**config.mk**
```make
export PLATFORM = sky130hd
export DESIGN_NAME = signed_unsigned_divider_64
export DESIGN_NICKNAME = d
export VERILOG_FILES = /design/src/hdl/sud_pkg.sv /design/src/hdl/sud_core.sv /design/src/hdl/signed_unsigned_divider_64.sv
export SDC_FILE = /design/constraint.sdc
export NUM_CORES = 1
export LEC_CHECK = 0
export ABC_CLOCK_PERIOD_IN_PS = 5600
export BUFFER_PORTS_ARGS = -buffer_cell sky130_fd_sc_hd__buf_4
export CORE_MARGIN = 2
export CORE_UTILIZATION = 33
export CTS_CLUSTER_DIAMETER = 30
export DETAILED_ROUTE_END_ITERATION = 8
export SETUP_SLACK_MARGIN = 0.05
export SLEW_MARGIN = 40
export SYNTH_ARGS = -nofsm -noshare
export SYNTH_HDL_FRONTEND = slang
export SYNTH_SLANG_ARGS = --single-unit
```
**constraint.sdc**
```tcl
create_clock -name aclk -period 5.6 [get_ports aclk]
set_clock_uncertainty 0.1 [all_clocks]
set_input_delay 0.56 -clock aclk [delete_from_list [all_inputs] [get_ports aclk]]
set_output_delay 0.56 -clock aclk [all_outputs]
set_load 0.05 [all_outputs]
```
**src/hdl/sud_pkg.sv**
```systemverilog
// Shared constants and types for the 64-bit signed/unsigned divider.
`default_nettype none

package sud_pkg;

    // Fixed port widths
    localparam int PORT_WIDTH   = 64;
    localparam int ACTION_WIDTH = 2;

    // Default operand width inside the divider
    localparam int DATA_WIDTH   = 64;

    // Action codes
    localparam logic [ACTION_WIDTH-1:0] ACT_SIGNED_QUO   = 2'd0;
    localparam logic [ACTION_WIDTH-1:0] ACT_SIGNED_REM   = 2'd1;
    localparam logic [ACTION_WIDTH-1:0] ACT_UNSIGNED_QUO = 2'd2;
    localparam logic [ACTION_WIDTH-1:0] ACT_UNSIGNED_REM = 2'd3;

    // Status of the iterative divide unit
    typedef struct packed {
        logic busy;
        logic done;
    } core_stat_t;

endpackage

`default_nettype wire

```
**src/hdl/sud_core.sv**
```systemverilog
// Iterative restoring divide unit: one quotient bit per cycle.
`default_nettype none

module sud_core #(
    parameter int DATA_WIDTH = sud_pkg::DATA_WIDTH
) (
    input  wire logic                  aclk,
    input  wire logic                  aresetn,
    input  wire logic                  start,
    input  wire logic [DATA_WIDTH-1:0] numer,
    input  wire logic [DATA_WIDTH-1:0] denom,
    output logic      [DATA_WIDTH-1:0] quotient,
    output logic      [DATA_WIDTH-1:0] remainder,
    output sud_pkg::core_stat_t        stat
);

    localparam int CNT_WIDTH = $clog2(DATA_WIDTH);
    localparam logic [CNT_WIDTH-1:0] LAST_STEP = CNT_WIDTH'(DATA_WIDTH - 1);

    logic [DATA_WIDTH-1:0] rem_reg, rem_next;
    logic [DATA_WIDTH-1:0] quo_reg, quo_next;
    logic [DATA_WIDTH-1:0] den_reg, den_next;
    logic [CNT_WIDTH-1:0]  cnt_reg, cnt_next;
    logic                  busy_reg, busy_next;
    logic                  done_reg, done_next;

    logic [DATA_WIDTH:0]   shifted;
    logic [DATA_WIDTH:0]   diff;
    logic                  take;

    // shift in the next dividend bit; the top bit is the carry out of rem
    assign shifted = {rem_reg, quo_reg[DATA_WIDTH-1]};
    assign diff    = shifted - {1'b0, den_reg};
    assign take    = ~diff[DATA_WIDTH];

    always_comb begin
        rem_next  = rem_reg;
        quo_next  = quo_reg;
        den_next  = den_reg;
        cnt_next  = cnt_reg;
        busy_next = busy_reg;
        done_next = 1'b0;
        if (start) begin
            rem_next  = '0;
            quo_next  = numer;
            den_next  = denom;
            cnt_next  = LAST_STEP;
            busy_next = 1'b1;
        end else if (busy_reg) begin
            rem_next = take ? diff[DATA_WIDTH-1:0] : shifted[DATA_WIDTH-1:0];
            quo_next = {quo_reg[DATA_WIDTH-2:0], take};
            cnt_next = cnt_reg - 1'b1;
            if (cnt_reg == '0) begin
                busy_next = 1'b0;
                done_next = 1'b1;
            end
        end
    end

    always_ff @(posedge aclk) begin
        rem_reg <= rem_next;
        quo_reg <= quo_next;
        den_reg <= den_next;
        cnt_reg <= cnt_next;
        if (!aresetn) begin
            busy_reg <= 1'b0;
            done_reg <= 1'b0;
        end else begin
            busy_reg <= busy_next;
            done_reg <= done_next;
        end
    end

    assign quotient  = quo_reg;
    assign remainder = rem_reg;
    assign stat.busy = busy_reg;
    assign stat.done = done_reg;

endmodule

`default_nettype wire

```
**src/hdl/signed_unsigned_divider_64.sv**
```systemverilog
// Top level of the signed/unsigned restoring divider with valid/ready channels.
// Sequence: an accepted input beat goes through the start, wait and fixup states to
//   the result beat; a zero divisor skips the divide loop and goes straight to fixup.
// One item at a time: the single shared shift-and-subtract unit forms one quotient
//   bit per cycle, and s_ready stays low until the result is written; a result held
//   by m_ready low keeps the block in fixup and delays the next input beat.
// Reset: synchronous, active low; clears the sequencer and the output valid.
`default_nettype none

module signed_unsigned_divider_64 #(
    parameter int DATA_WIDTH = sud_pkg::DATA_WIDTH
) (
    input  wire logic                               aclk,
    input  wire logic                               aresetn,
    // input channel
    input  wire logic                               s_valid,
    output logic                                    s_ready,
    input  wire logic [sud_pkg::ACTION_WIDTH-1:0]   s_action,
    input  wire logic [sud_pkg::PORT_WIDTH-1:0]     s_dividend,
    input  wire logic [sud_pkg::PORT_WIDTH-1:0]     s_divisor,
    // result channel
    output logic                                    m_valid,
    input  wire logic                               m_ready,
    output logic      [sud_pkg::PORT_WIDTH-1:0]     m_result,
    output logic                                    m_divide_by_zero
);

    // Sequencer codes
    localparam logic [1:0] S_IDLE  = 2'd0;
    localparam logic [1:0] S_START = 2'd1;
    localparam logic [1:0] S_WAIT  = 2'd2;
    localparam logic [1:0] S_FIX   = 2'd3;

    logic [1:0] state_reg, state_next;

    // Captured item
    logic [sud_pkg::ACTION_WIDTH-1:0] act_reg, act_next;
    logic [DATA_WIDTH-1:0]            mag_a_reg, mag_a_next;
    logic [DATA_WIDTH-1:0]            mag_b_reg, mag_b_next;
    logic                             a_neg_reg, a_neg_next;
    logic                             b_neg_reg, b_neg_next;
    logic                             dbz_reg, dbz_next;

    // Output register
    logic [DATA_WIDTH-1:0] res_reg, res_next;
    logic                  flag_reg, flag_next;
    logic                  m_valid_reg, m_valid_next;

    // Operand views at the port
    logic [DATA_WIDTH-1:0] in_a, in_b;
    logic                  in_signed;
    logic                  in_a_neg, in_b_neg;

    // Divide unit
    logic                  core_start;
    logic [DATA_WIDTH-1:0] core_quo, core_rem;
    sud_pkg::core_stat_t   core_stat;

    // Sign fixup
    logic                  act_signed, act_quo;
    logic [DATA_WIDTH-1:0] raw_res;
    logic                  neg_res;
    logic [DATA_WIDTH-1:0] fix_res;

    logic in_beat, out_free;

    assign in_beat  = s_valid & s_ready;
    assign out_free = ~m_valid_reg | m_ready;

    // Bits above DATA_WIDTH are ignored
    assign in_a      = s_dividend[DATA_WIDTH-1:0];
    assign in_b      = s_divisor[DATA_WIDTH-1:0];
    assign in_signed = (s_action == sud_pkg::ACT_SIGNED_QUO) ||
                       (s_action == sud_pkg::ACT_SIGNED_REM);
    assign in_a_neg  = in_signed & in_a[DATA_WIDTH-1];
    assign in_b_neg  = in_signed & in_b[DATA_WIDTH-1];

    // Signed ops divide magnitudes, then fix the sign:
    // quotient negative when signs differ, remainder follows the dividend.
    assign act_signed = (act_reg == sud_pkg::ACT_SIGNED_QUO) ||
                        (act_reg == sud_pkg::ACT_SIGNED_REM);
    assign act_quo    = (act_reg == sud_pkg::ACT_SIGNED_QUO) ||
                        (act_reg == sud_pkg::ACT_UNSIGNED_QUO);
    assign raw_res    = act_quo ? core_quo : core_rem;
    assign neg_res    = act_signed & (act_quo ? (a_neg_reg ^ b_neg_reg) : a_neg_reg);
    assign fix_res    = dbz_reg ? '0 : (neg_res ? (~raw_res + 1'b1) : raw_res);

    always_comb begin
        state_next   = state_reg;
        act_next     = act_reg;
        mag_a_next   = mag_a_reg;
        mag_b_next   = mag_b_reg;
        a_neg_next   = a_neg_reg;
        b_neg_next   = b_neg_reg;
        dbz_next     = dbz_reg;
        res_next     = res_reg;
        flag_next    = flag_reg;
        m_valid_next = m_valid_reg;
        core_start   = 1'b0;

        // drop the result once it is taken
        if (m_valid_reg && m_ready) begin
            m_valid_next = 1'b0;
        end

        case (state_reg)
            S_IDLE: begin
                if (in_beat) begin
                    act_next   = s_action;
                    a_neg_next = in_a_neg;
                    b_neg_next = in_b_neg;
                    mag_a_next = in_a_neg ? (~in_a + 1'b1) : in_a;
                    mag_b_next = in_b_neg ? (~in_b + 1'b1) : in_b;
                    dbz_next   = (in_b == '0);
                    // a zero divisor needs no divide pass
                    state_next = (in_b == '0) ? S_FIX : S_START;
                end
            end
            S_START: begin
                core_start = 1'b1;
                state_next = S_WAIT;
            end
            S_WAIT: begin
                if (core_stat.done) begin
                    state_next = S_FIX;
                end
            end
            S_FIX: begin
                // hold here until the output register is free
                if (out_free) begin
                    res_next     = fix_res;
                    flag_next    = dbz_reg;
                    m_valid_next = 1'b1;
                    state_next   = S_IDLE;
                end
            end
            default: begin
                state_next = S_IDLE;
            end
        endcase
    end

    always_ff @(posedge aclk) begin
        act_reg   <= act_next;
        mag_a_reg <= mag_a_next;
        mag_b_reg <= mag_b_next;
        a_neg_reg <= a_neg_next;
        b_neg_reg <= b_neg_next;
        dbz_reg   <= dbz_next;
        res_reg   <= res_next;
        flag_reg  <= flag_next;
        if (!aresetn) begin
            state_reg   <= S_IDLE;
            m_valid_reg <= 1'b0;
        end else begin
            state_reg   <= state_next;
            m_valid_reg <= m_valid_next;
        end
    end

    sud_core #(
        .DATA_WIDTH (DATA_WIDTH)
    ) u_core (
        .aclk      (aclk),
        .aresetn   (aresetn),
        .start     (core_start),
        .numer     (mag_a_reg),
        .denom     (mag_b_reg),
        .quotient  (core_quo),
        .remainder (core_rem),
        .stat      (core_stat)
    );

    assign s_ready          = (state_reg == S_IDLE);
    assign m_valid          = m_valid_reg;
    assign m_result         = sud_pkg::PORT_WIDTH'(res_reg);
    assign m_divide_by_zero = flag_reg;

    // An accepted beat either starts a divide or goes straight to fixup
    a_accept_path: assert property (@(posedge aclk) disable iff (!aresetn)
        in_beat |=> (state_reg == S_START) || (state_reg == S_FIX))
        else $error("accepted beat did not advance the sequencer");

    // The divide unit only finishes while the sequencer waits for it
    a_done_in_wait: assert property (@(posedge aclk) disable iff (!aresetn)
        core_stat.done |-> (state_reg == S_WAIT))
        else $error("divide unit finished outside the wait state");

    // The divide unit is idle whenever the block accepts input
    a_idle_core: assert property (@(posedge aclk) disable iff (!aresetn)
        (state_reg == S_IDLE) |-> !core_stat.busy)
        else $error("divide unit busy while sequencer idle");

    // A divide-by-zero result is all zeros
    a_dbz_zero: assert property (@(posedge aclk) disable iff (!aresetn)
        (m_valid && m_divide_by_zero) |-> (m_result == '0))
        else $error("divide by zero gave a nonzero result");

endmodule

`default_nettype wire
```
After elaboration in Yosys (flattened, before gate mapping)

Index checks and enable logic that the tools add are counted.

Register bits: 401

$add $sub $neg: 5
Equality and inequality tests: 9
Mux-type cells: 21
Bitwise logic cells: 13
Reductions and logical operators: 14

Operators by type and width:

| kind                    | number |
|---|---|
| $mux W64                | 7 |
| $add A64 B1 Y64 const B | 3 |
| $not A64 Y64            | 3 |
| $sub A65 B64 Y65        | 1 |
| $logic_not A64 Y1       | 1 |
| $mux W1                 | 9 |
| $mux W2                 | 4 |
| $pmux W2 S4             | 1 |
| $eq A2 B1 Y1 const B    | 3 |
| $eq A2 B2 Y1 const B    | 3 |
| $logic_not A2 Y1        | 3 |
| $logic_not A6 Y1        | 1 |
| $sub A6 B1 Y6 const B   | 1 |
| $and A1 B1 Y1           | 4 |
| $ne A2 B1 Y1 const B    | 2 |
| $not A1 Y1              | 4 |
| $reduce_and A2 Y1       | 2 |
| $logic_or A1 B1 Y1      | 3 |
| $reduce_and A3 Y1       | 1 |
| $reduce_or A3 Y1        | 1 |
| $ne A2 B2 Y1 const B    | 1 |
| $reduce_bool A2 Y1      | 1 |
| $logic_and A1 B1 Y1     | 1 |
| $or A1 B1 Y1            | 1 |
| $xor A1 B1 Y1           | 1 |

Logic depth before layout (Yosys ltp)

Gate-level depths: netlist (run 1).

Depth in word-level cells: 6
Gate-level depth with buffers: 21
Mapped depth without buffers: 14

Hierarchy

Synthesis (run 1) repeated with hierarchy kept, for this count alone.

Cell total of the unflattened synthesis: 2407
Area, all modules: 24369.6 sq um

By module, submodules not included:

| module                     | times used | cells an instance | area each (sq um) | sequential area each (sq um) |
|---|---|---|---|---|
| signed_unsigned_divider_64 | 1          | 1188              | 12579.6           | 6005.8 |
| sud_core                   | 1          | 1219              | 11790.1           | 5285.1 |

Worst setup path before layout (run 1)

No wires, ideal clock.

Path type: reg-to-reg
Start point: register act_reg[0] (netlist bit)
End point: register res_reg[58], in the netlist m_result[58], data pin
Library setup time: 0.266 ns
Arrival: 4.591 ns
Path slack: 0.643 ns
Stages on the path, launching flop included: 22
Path buffers: 9
Period minus slack after synthesis: 4.957 ns
Path through: edfxtp_1 -> buf_2 -> buf_4 -> buf_4 -> buf_4 -> buf_2 -> buf_2 -> buf_2 -> buf_2 -> buf_2 -> mux2i_1 -> ha_1 -> o21ai_1 -> nor4_2 -> nand3_1 -> nor4_2 -> nand2_1 -> a21o_1 -> o21bai_1 -> a21oi_1 -> xnor2_1 -> nor2_1

Longest elaborated chain between the ends: 6
Elaborated cells between the ends (all ways): 11
Those cells by class: add/sub (1); eq/ne (2); mux (3); bitwise (2); reduce/logical (3)

Ends and longest elaborated chain:

| element                                          | line                                                                                                 | source |
|---|---|---|
| from (decl)                                      | signed_unsigned_divider_64.sv:37                                                                     | `logic [sud_pkg::ACTION_WIDTH-1:0] act_reg, act_next;` |
| from (signal assigned)                           | signed_unsigned_divider_64.sv:144                                                                    | `act_reg <= act_next;` |
| $eq A2 B2 Y1 or $logic_not A2 Y1 (tied branches) | signed_unsigned_divider_64.sv:83, signed_unsigned_divider_64.sv:80, signed_unsigned_divider_64.sv:82 |  |
| $logic_or A1 B1 Y1                               | signed_unsigned_divider_64.sv:82                                                                     | `assign act_quo = (act_reg == sud_pkg::ACT_SIGNED_QUO) \|\|` |
| $mux W64                                         | signed_unsigned_divider_64.sv:84                                                                     | `assign raw_res = act_quo ? core_quo : core_rem;` |
| $not A64 Y64                                     | signed_unsigned_divider_64.sv:86                                                                     | `assign fix_res = dbz_reg ? '0 : (neg_res ? (~raw_res + 1'b1) : raw_res);` |
| $add A64 B1 Y64                                  | signed_unsigned_divider_64.sv:86                                                                     |  |
| $mux W64 *                                       | signed_unsigned_divider_64.sv:86                                                                     |  |
| to (signal assigned)                             | signed_unsigned_divider_64.sv:150                                                                    | `res_reg <= res_next;` |
| to (decl)                                        | signed_unsigned_divider_64.sv:45                                                                     | `logic [DATA_WIDTH-1:0] res_reg, res_next;` |

Mark *: on every way between the ends. The rest lies on a longest branch, timed or not.
A chain may end at the register's enable or synchronous reset.

Worst setup path after layout (run 1)

Start point: register u_core.quo_reg[63], in the netlist u_core.quotient[63]
End point: register u_core.rem_reg[25], in the netlist u_core.remainder[25]

Longest elaborated chain between the ends: 2

Ends and longest elaborated chain:

| element                | line           | source |
|---|---|---|
| from (decl)            | sud_core.sv:21 | `logic [DATA_WIDTH-1:0] quo_reg, quo_next;` |
| from (signal assigned) | sud_core.sv:62 | `quo_reg <= quo_next;` |
| $sub A65 B64 Y65       | sud_core.sv:33 | `assign diff = shifted - {1'b0, den_reg};` |
| $mux W64               | sud_core.sv:50 | `rem_next = take ? diff[DATA_WIDTH-1:0] : shifted[DATA_WIDTH-1:0];` |
| to (signal assigned)   | sud_core.sv:61 | `rem_reg <= rem_next;` |
| to (decl)              | sud_core.sv:20 | `logic [DATA_WIDTH-1:0] rem_reg, rem_next;` |

No other way between the ends.

==> results.sh, run 1 <==
export IMPL_multi_input_area_um2=11400
export IMPL_yosys_area_share_simple=0.157
export IMPL_dr_pass1_iters=5
export IMPL_insertion_delay_ns=0.66
export IMPL_power_leakage_nw=11.1
export IMPL_die_h_um=271
export IMPL_synth_compound_area_share=0.136
export IMPL_ant_nets=0
export IMPL_grt_max_degree=95
export IMPL_ys_types=81
export IMPL_finalHoldViolations=0
export IMPL_start_kind="flip-flop"
export IMPL_cp_arrival_ns=5.26
export IMPL_fmax_mhz=208
export IMPL_synth_nets=2539
export IMPL_final_common_cell="edfxtp_1"
export IMPL_setup_violations_final=0
export IMPL_synth_top_cells_by_area="edfxtp_1 (42%), dfxtp_1 (6.4%), xnor2_1 (5.3%)"
export IMPL_start_util=0.334
export IMPL_period_share=0.860
export IMPL_synth_area_per_cell_um2=10.1
export IMPL_cts_path_max_buffers=3
export IMPL_ys_async_sr_fraction=0
export IMPL_crit_chain="inv_1 -> ha_1 -> fa_1 -> nand2b_1 -> a21oi_1 -> o311a_1 -> a21oi_1 -> o21bai_1 -> a31oi_1 -> o31ai_1 -> o221a_2 -> xor2_4 -> buf_12 -> nand2_1 -> a311oi_1"
export IMPL_final_core_util=0.417
export IMPL_drive_gt1_frac=0.182
export IMPL_max_cap_violations=0
export IMPL_gp_congestion=0.914
export IMPL_synth_top_area_cell="edfxtp_1"
export IMPL_setup_worst_path_class="reg -> reg"
export IMPL_nFillCells=6767
export IMPL_path_common_cell="a21oi_1"
export IMPL_clkTransAtPathRegs_ns=0.05
export IMPL_port_buffers=200
export IMPL_hp_class="in -> reg"
export IMPL_max_stage_delay_ns=0.54
export IMPL_cts_tree="yes"
export IMPL_grt_pass1_wl_um=104000
export IMPL_ys_dominant_reg_cell="edfxtp_1"
export IMPL_cts_root_buf="clkbuf_16"
export IMPL_grt_usage=0.183
export IMPL_dpl_hpwl_um=52000
export IMPL_antenna_cells=0
export IMPL_core_um2=70100
export IMPL_p_per_area_nw_per_um2=619
export IMPL_synthAdderAreaFrac=0.0393
export IMPL_synth_top_family_by_area="simple AND/OR/NAND/NOR gates"
export IMPL_cts_htree_levels=3
export IMPL_ys_ff_latch=401
export IMPL_regArea_um2=11300
export IMPL_area_growth_pct=24.7
export IMPL_relSlewSlack=0.471
export IMPL_rsz0062_at_grt="false"
export IMPL_route_detailed_drc=0
export IMPL_path_max_fanout=40
export IMPL_worstMarginPinSlew_ns=0.793
export IMPL_ir_drop_mv=0.245
export IMPL_tns_ns=0
export IMPL_wl_per_cell_um=19.3
export IMPL_drt_total_wl_um=68600
export IMPL_synth_top_area_frac=0.417
export IMPL_cts_buffers=93
export IMPL_synthMuxAreaShare=0.0601
export IMPL_status="finished clean"
export IMPL_most_common_layout_cells="edfxtp_1 (326), nor2_1 (270), nand2_1 (229), buf_4 (208), a21oi_1 (163)"
export IMPL_antenna_found_initial=0
export IMPL_nets=2746
export IMPL_regToRegSetupSlack_ns=0.78
export IMPL_drv_slew=0
export IMPL_synth_edf_count=326
export IMPL_fin_crit_ns=4.82
export IMPL_cp_required_ns=6.04
export IMPL_pin_count=201
export IMPL_grt_pass1_vias=18400
export IMPL_num_rows=97
export IMPL_ys_warn_count=0
export IMPL_grt_overflow=0
export IMPL_yosysSeqAreaShare=0.481
export IMPL_cp_slowest_cell="xor2_4"
export IMPL_synth_xor_area_share=0.0899
export IMPL_dieWidth_um=271
export IMPL_cp_end_kind="flip-flop"
export IMPL_via_per_inst=5.18
export IMPL_syn_area_um2=23500
export IMPL_cts_sinks=401
export IMPL_dr_first_iter_drc_count=1244
export IMPL_vias=18400
export IMPL_synth_cells=2332
export IMPL_die_area_um2=73200
==> worst paths after layout <==
kind | endpoint | cells after the start | start
min reg2reg | u_core.den_reg[15] | 0 | mag_b_reg[15]
max | u_core.remainder[25] | 15 | u_core.quotient[63]
max reg2reg | u_core.remainder[25] | 15 | u_core.quotient[63]
min | mag_a_reg[11] | 2 | s_dividend[11]
==> cell usage after synthesis (10+ instances only) <==
master / number
o21bai_1: 17
or3_1: 24
nor2_1: 270
nor2b_1: 13
nor4_1: 11
buf_4: 10
mux2i_1: 62
nand2b_1: 13
nand3_1: 23
nor3b_1: 18
clkbuf_1: 83
dfxtp_1: 75
a211oi_1: 11
mux2_2: 70
inv_1: 103
o21a_1: 12
nor3_1: 85
nand2_1: 229
edfxtp_1: 326
a311oi_1: 58
a21oi_1: 163
ha_1: 72
o31ai_1: 35
buf_2: 11
xnor2_1: 142
xor2_1: 97
a31oi_1: 25
a21o_1: 24
and3_1: 12
nand4_1: 23
o21ai_0: 83
==> critical path: cells and delay by family (launching register included) <==
kind	cells	cell delay (ns)
buf+inv	2	0.35
fa+ha+maj	2	0.63
xor+xnor	1	0.54
compound gates	8	2.38
simple gates	2	0.28
flops	1	0.39
==> routing by layer <==
| layer | track usage | part of all wire |
|---|---|---|
| met1 | 0.210 | 0.40 |
| met3 | 0.0275 | 0.041 |
| met2 | 0.339 | 0.53 |
| met4 | 0.0699 | 0.028 |
| met5 | 0 | 0 |
==> power breakdown <==
| part | total (mW) | switching (mW) | internal [mW] |
|---|---|---|---|
| Clock | 5.53 | 1.79 | 3.74 |
| Combinational | 7.16 | 4.52 | 2.64 |
| Sequential | 5.40 | 0.869 | 4.53 |
| Total | 18.1 | 7.18 | 10.9 |
==> final cells by class <==
type	count	area share
timing repair buffer	221	0.0602
clock buffer	107	0.0820
inverter	104	0.0134
tap	940	0.0402
multi-input combinational	1718	0.389
clock inverter	64	0.0292
sequential	401	0.386
==> logic make-up (layout without fill, tap and decap cells) <==
kind of cell	after synthesis	count (layout)
mux	132	132
xor+xnor	240	240
fa+ha+maj	73	73
flops	401	401
simple gates	780	780
compound gates	493	493
buf+inv	213	496
==> repair_timing <==
action | 4_1_cts | 5_1_grt
endpoints found under the hold margin | 3 | 0
gates resized for setup | 0 | 0
hold buffers | 3 | 0
buffers inserted | 0 | 0
==> metrics by stage <==
stage,hold slack (ns),area (um^2),cells,power [mW],setup slack (ns)
after floorplan,0.300,23500,2332,10.2,0.643
after global placement,0.305,25900,3379,12.5,1.00
after CTS,0.0708,29200,3555,18.2,0.804
final,0.121,29300,3555,18.1,0.781
after global routing,0.0953,29300,3555,19.1,0.474
after detailed placement,0.305,26000,3381,12.6,0.856
(Power assumes the default switching activity.)
==> run 2: changes to the inputs <==
- ABC_AREA: not set -> 1
==> results.sh, run 2 <==
export IMPL_path_max_fanout=111
export IMPL_ys_dominant_reg_cell="edfxtp_1"
export IMPL_area_growth_pct=21.2
export IMPL_ys_async_sr_fraction=0
export IMPL_cts_htree_levels=3
export IMPL_setup_worst_path_class="reg -> reg"
export IMPL_antenna_found_initial=0
export IMPL_insertion_delay_ns=0.65
export IMPL_worst_r2r_cell_count=9
export IMPL_start_kind="flip-flop"
export IMPL_synth_cells=4054
export IMPL_cts_sinks=401
export IMPL_die_area_um2=87000
export IMPL_num_rows=106
export IMPL_grt_pass1_wl_um=149000
export IMPL_die_h_um=295
export IMPL_hold_depth=1
export IMPL_setup_violations_final=0
export IMPL_cts_tree="yes"
export IMPL_ys_types=44
export IMPL_yosysMostFrequentCell="nand2_1"
export IMPL_antenna_cells=0
export IMPL_post_cts_setup_buffers=0
export IMPL_fin_crit_ns=3.71
export IMPL_synth_top_area_cell="edfxtp_1"
export IMPL_synth_area_per_cell_um2=6.89
export IMPL_cp_required_ns=5.91
export IMPL_drt_total_wl_um=101000
export IMPL_rsz0062_at_grt="false"
export IMPL_final_common_cell="nand2_1"
export IMPL_p_per_area_nw_per_um2=344
export IMPL_ir_drop_mv=0.264
export IMPL_syn_area_um2=27900
export IMPL_fmax_mhz=270
export IMPL_relSlewSlack=0.447
export IMPL_worstMarginPinSlew_ns=0.820
export IMPL_power_leakage_nw=16.1
export IMPL_max_cap_violations=0
export IMPL_finalHoldViolations=0
export IMPL_hp_class="in -> reg"
export IMPL_wl_per_cell_um=18.3
export IMPL_clkTransAtPathRegs_ns=0.05
export IMPL_cts_root_buf="clkbuf_16"
export IMPL_core_um2=83700
export IMPL_cp_startpoint="act_reg[0]"
export IMPL_grt_max_degree=112
export IMPL_drive_gt1_frac=0.105
export IMPL_status="finished clean"
export IMPL_cts_path_max_buffers=3
export IMPL_synth_top_cells_by_area="edfxtp_1 (35%), nand2_1 (19%), inv_1 (10%)"
export IMPL_worstHoldStart="s_divisor[0]"
export IMPL_synth_top_area_frac=0.350
export IMPL_dr_first_iter_drc_count=2514
export IMPL_gp_congestion=1.00
export IMPL_period_share=0.663
export IMPL_synth_nets=4261
export IMPL_dpl_hpwl_um=81200
export IMPL_synth_edf_count=326
export IMPL_via_per_inst=4.85
export IMPL_start_util=0.334
export IMPL_nets=4489
export IMPL_most_common_layout_cells="nand2_1 (1392), inv_1 (753), nor2_1 (378), edfxtp_1 (326), nand3_1 (241)"
export IMPL_pin_count=201
export IMPL_dieWidth_um=295
export IMPL_cp_end_kind="flip-flop"
export IMPL_grt_pass1_vias=25000
export IMPL_yosysSeqAreaShare=0.404
export IMPL_ys_warn_count=0
export IMPL_cts_buffers=93
export IMPL_cts_resized=0
export IMPL_cp_arrival_ns=4.02
export IMPL_synth_common_cells="nand2_1 (1393), inv_1 (756), nor2_1 (382)"
export IMPL_ys_ff_latch=401
export IMPL_tns_ns=0
export IMPL_setup_ws_ns=1.89
export IMPL_dp_worst_setup_slack_ns=1.93
export IMPL_grt_overflow=0
export IMPL_vias=26700
export IMPL_route_detailed_drc=0
export IMPL_cts_hold_buffers=0
export IMPL_ant_nets=0
export IMPL_r2r_start="act_reg[0]"
export IMPL_dr_pass1_iters=6
export IMPL_drv_slew=0
export IMPL_grt_usage=0.228
export IMPL_port_buffers=200
## run 2: cell types whose count changed after synthesis, sizes merged, moves of 62 or more
cell	previous run	this run
nand2	229	1402
inv	103	766
nand3	25	242
nor2	272	401
o21ai	86	203
xnor2	143	41
mux2	70	0
mux2i	62	0
## run 2: metal layers
layer | track usage | vias to the layer above | wire [um]
met5 | 0 | - | 0
met4 | 0.0753 | 0 | 3040
met3 | 0.0310 | 146 | 6700
met2 | 0.374 | 960 | 46700
met1 | 0.308 | 12300 | 44100
li1 | - | 13200 | -
## run 2: metrics by stage
step                       util  std cells  power [mW]  hold slack [ns]  instance area [um^2]
after floorplan               -       4054        5.32            0.300                 27900
final                     0.404       5493        11.6           0.0380                 33800
after detailed placement  0.366       5321        6.16            0.305                 30600
after CTS                 0.404       5493        11.7           0.0113                 33800
after global placement    0.366       5321        6.14            0.301                 30600
after global routing      0.404       5493        12.1           0.0149                 33800
## run 2: report_power, final
part           leakage, nW  switching [mW]  internal, mW
clock network         1.52            1.84          3.67
registers             3.70           0.123          3.74
logic                 10.8            1.67         0.593
## run 2: worst max-delay path, stage by stage (launching register included)
cell and delay [ns]:
edfxtp_1 0.81, buf_12 0.43, nand2_1 0.12, o21ai_1 0.43, nand4_1 0.37, nor2_1 0.36, nand4_1 0.15, xor2_1 0.15
nand2_1 0.06, a21oi_1 0.36
## run 2: worst paths after layout
path | slack (ns) | endpoint
max | 1.89 | m_result[34]
min | 0.04 | mag_b_reg[0]
max reg2reg | 1.89 | m_result[34]
min reg2reg | 0.29 | u_core.den_reg[56]
## run 2: layout make-up
cell class              instances  area [um^2]
clock buffers                 101         2360
clock inverters                71          868
fillers                      8759        49800
inverters                     767         2880
multi-input cells            2801        13300
flip-flops and latches        401        11300
well taps                    1134         1420
repair buffers                218         1670
## run 2: kinds of logic after synthesis
family	synth area share
XOR/XNOR	0.0483
flip-flops	0.404
AO/OA/AOI/OAI	0.0653
AND/OR/NAND/NOR	0.329
buffers and inverters	0.120
adder cells (fa/ha/maj)	0.0330
==> run 3: changes to the inputs <==
- ABC_CLOCK_PERIOD_IN_PS: 5600 -> 3800
- clock period: 5.6 -> 3.8 ns (I/O delays scaled with it)
==> results.sh, run 3 (synthesis results as in run 2) <==
export IMPL_cts_htree_levels=3
export IMPL_final_common_cell="nand2_1"
export IMPL_wl_per_cell_um=17.9
export IMPL_cp_required_ns=4.24
export IMPL_power_frac_clock=0.477
export IMPL_drv_slew=0
export IMPL_dr_first_iter_drc_count=2557
export IMPL_place_area_um2=30800
export IMPL_path_buf_inv=3
export IMPL_relSlewSlack=0.426
export IMPL_hold_slack_ns=0.0259
export IMPL_vias=26800
export IMPL_area_growth_pct=24.9
export IMPL_cp_end_kind="flip-flop"
export IMPL_crit_chain="inv_1 -> ha_1 -> fa_1 -> inv_1 -> nand2_1 -> nand2_1 -> nand3_1 -> nand2_1 -> nand2_1 -> nand2_1 -> nand2_1 -> nand2_2 -> nand2_2 -> nand2_2 -> nand2_2 -> nand2_2 -> buf_12 -> nand2_1 -> nand3_1 -> nand2_1"
export IMPL_drive_gt1_frac=0.108
export IMPL_start_util=0.334
export IMPL_path_max_fanout=21
export IMPL_cp_slowest_cell="fa_1"
export IMPL_worstMarginPinSlew_ns=0.852
export IMPL_cts_tree="yes"
export IMPL_tns_ns=0
export IMPL_dieWidth_um=295
export IMPL_p_switching_mw=5.56
export IMPL_path_common_cell="nand2_1"
export IMPL_fin_crit_ns=3.22
export IMPL_setup_worst_path_class="reg -> reg"
export IMPL_most_common_layout_cells="nand2_1 (1392), inv_1 (753), nor2_1 (378), edfxtp_1 (326), nand3_1 (241)"
export IMPL_nets=4580
export IMPL_grt_usage=0.229
export IMPL_clkTransAtPathRegs_ns=0.05
export IMPL_status="finished clean"
export IMPL_antenna_found_initial=0
export IMPL_insertion_delay_ns=0.67
export IMPL_max_cap_violations=0
export IMPL_seqPwrFrac=0.326
export IMPL_cts_buffers=96
export IMPL_drt_total_wl_um=100000
export IMPL_crit_family="simple AND/OR/NAND/NOR gates"
export IMPL_pin_count=201
export IMPL_pwr_share_comb=0.197
export IMPL_setup_violations_final=0
export IMPL_grt_max_degree=134
export IMPL_cts_sinks=401
export IMPL_internal_power_mw=11.9
export IMPL_core_um2=83700
export IMPL_ant_nets=0
export IMPL_fmax_mhz=310
export IMPL_gp_congestion=1.01
export IMPL_grt_pass1_wl_um=150000
export IMPL_grt_overflow=0
export IMPL_cp_arrival_ns=3.67
export IMPL_cts_root_buf="clkbuf_16"
export IMPL_dpl_hpwl_um=80900
export IMPL_p_per_area_nw_per_um2=500
export IMPL_period_share=0.848
export IMPL_max_stage_delay_ns=0.40
export IMPL_start_kind="flip-flop"
export IMPL_dr_pass1_iters=7
export IMPL_die_h_um=295
export IMPL_cts_resized=0
export IMPL_rsz0062_at_grt="false"
export IMPL_switching_share=0.319
export IMPL_die_area_um2=87000
export IMPL_via_per_inst=4.80
export IMPL_regToRegSetupSlack_ns=0.58
export IMPL_power_leakage_nw=16.5
export IMPL_cts_path_max_buffers=3
export IMPL_finalHoldViolations=0
export IMPL_hp_class="in -> reg"
export IMPL_route_detailed_drc=0
export IMPL_port_buffers=200
export IMPL_ir_drop_mv=0.355
export IMPL_num_rows=106
export IMPL_antenna_cells=0
export IMPL_fin_area_um2=34900
export IMPL_grt_pass1_vias=25600
## run 3: changes by cell type in the layout (fill, tap and decap cells not counted), sizes merged
cell and delta:
bufinv -5, clkinv -6, inv +12, buf +15, dlygate4sd3 +73, clkbuf +8
## run 3: through the flow
| step | util | worst slack, ns | power [mW] | cells |
|---|---|---|---|---|
| global route | 0.417 | 0.256 | 18.2 | 5590 |
| finish | 0.417 | 0.578 | 17.4 | 5590 |
| CTS | 0.417 | 0.611 | 17.5 | 5590 |
| global placement | 0.367 | 0.679 | 9.04 | 5334 |
| detailed placement | 0.368 | 0.660 | 9.09 | 5336 |
| floorplan | - | 0.263 | 7.83 | 4054 |
## run 3: repair_timing
action,in CTS,in global routing
hold buffers,73,0
setup buffers,0,0
endpoints found under the hold margin,76,0
## run 3: layout make-up
class	count	area, um^2
fill	8732	48800
multi-input combinational	2801	13300
sequential	401	11300
inverter	767	2890
timing repair buffer	306	2580
clock buffer	109	2500
tap	1134	1420
clock inverter	72	858
## run 3: power by group through the flow
stage | Clock [mW] | Combinational, mW | Sequential (mW)
after CTS | 8.44 | 3.39 | 5.69
final | 8.31 | 3.43 | 5.69
after global placement | 0 | 3.28 | 5.76
after floorplan | 0 | 2.09 | 5.74
after detailed placement | 0 | 3.32 | 5.77
after global routing | 8.67 | 3.78 | 5.73
## run 3: worst register-to-register path, delay by kind of cell (launching register included)
family / cells / cell delay [ns]
DFF: 1 / 0.32
adders and majority gates: 2 / 0.63
and+or+nand+nor: 15 / 1.64
buffers and inverters: 3 / 0.42
## run 3: final timing paths
kind	endpoint	from	cells past startpoint
max	u_core.remainder[11]	u_core.quotient[63]	20
min	mag_b_reg[37]	s_divisor[37]	2
max reg2reg	u_core.remainder[11]	u_core.quotient[63]	20
min reg2reg	u_core.den_reg[39]	mag_b_reg[39]	0
## run 3: per-layer routing
metal  global-route usage  up-vias  share of wire
li1                     -    13400              -
met1                0.303    12300           0.43
met2                0.380      877           0.47
met3               0.0404      148          0.071
met4               0.0739        0          0.029
met5                    0        -              0
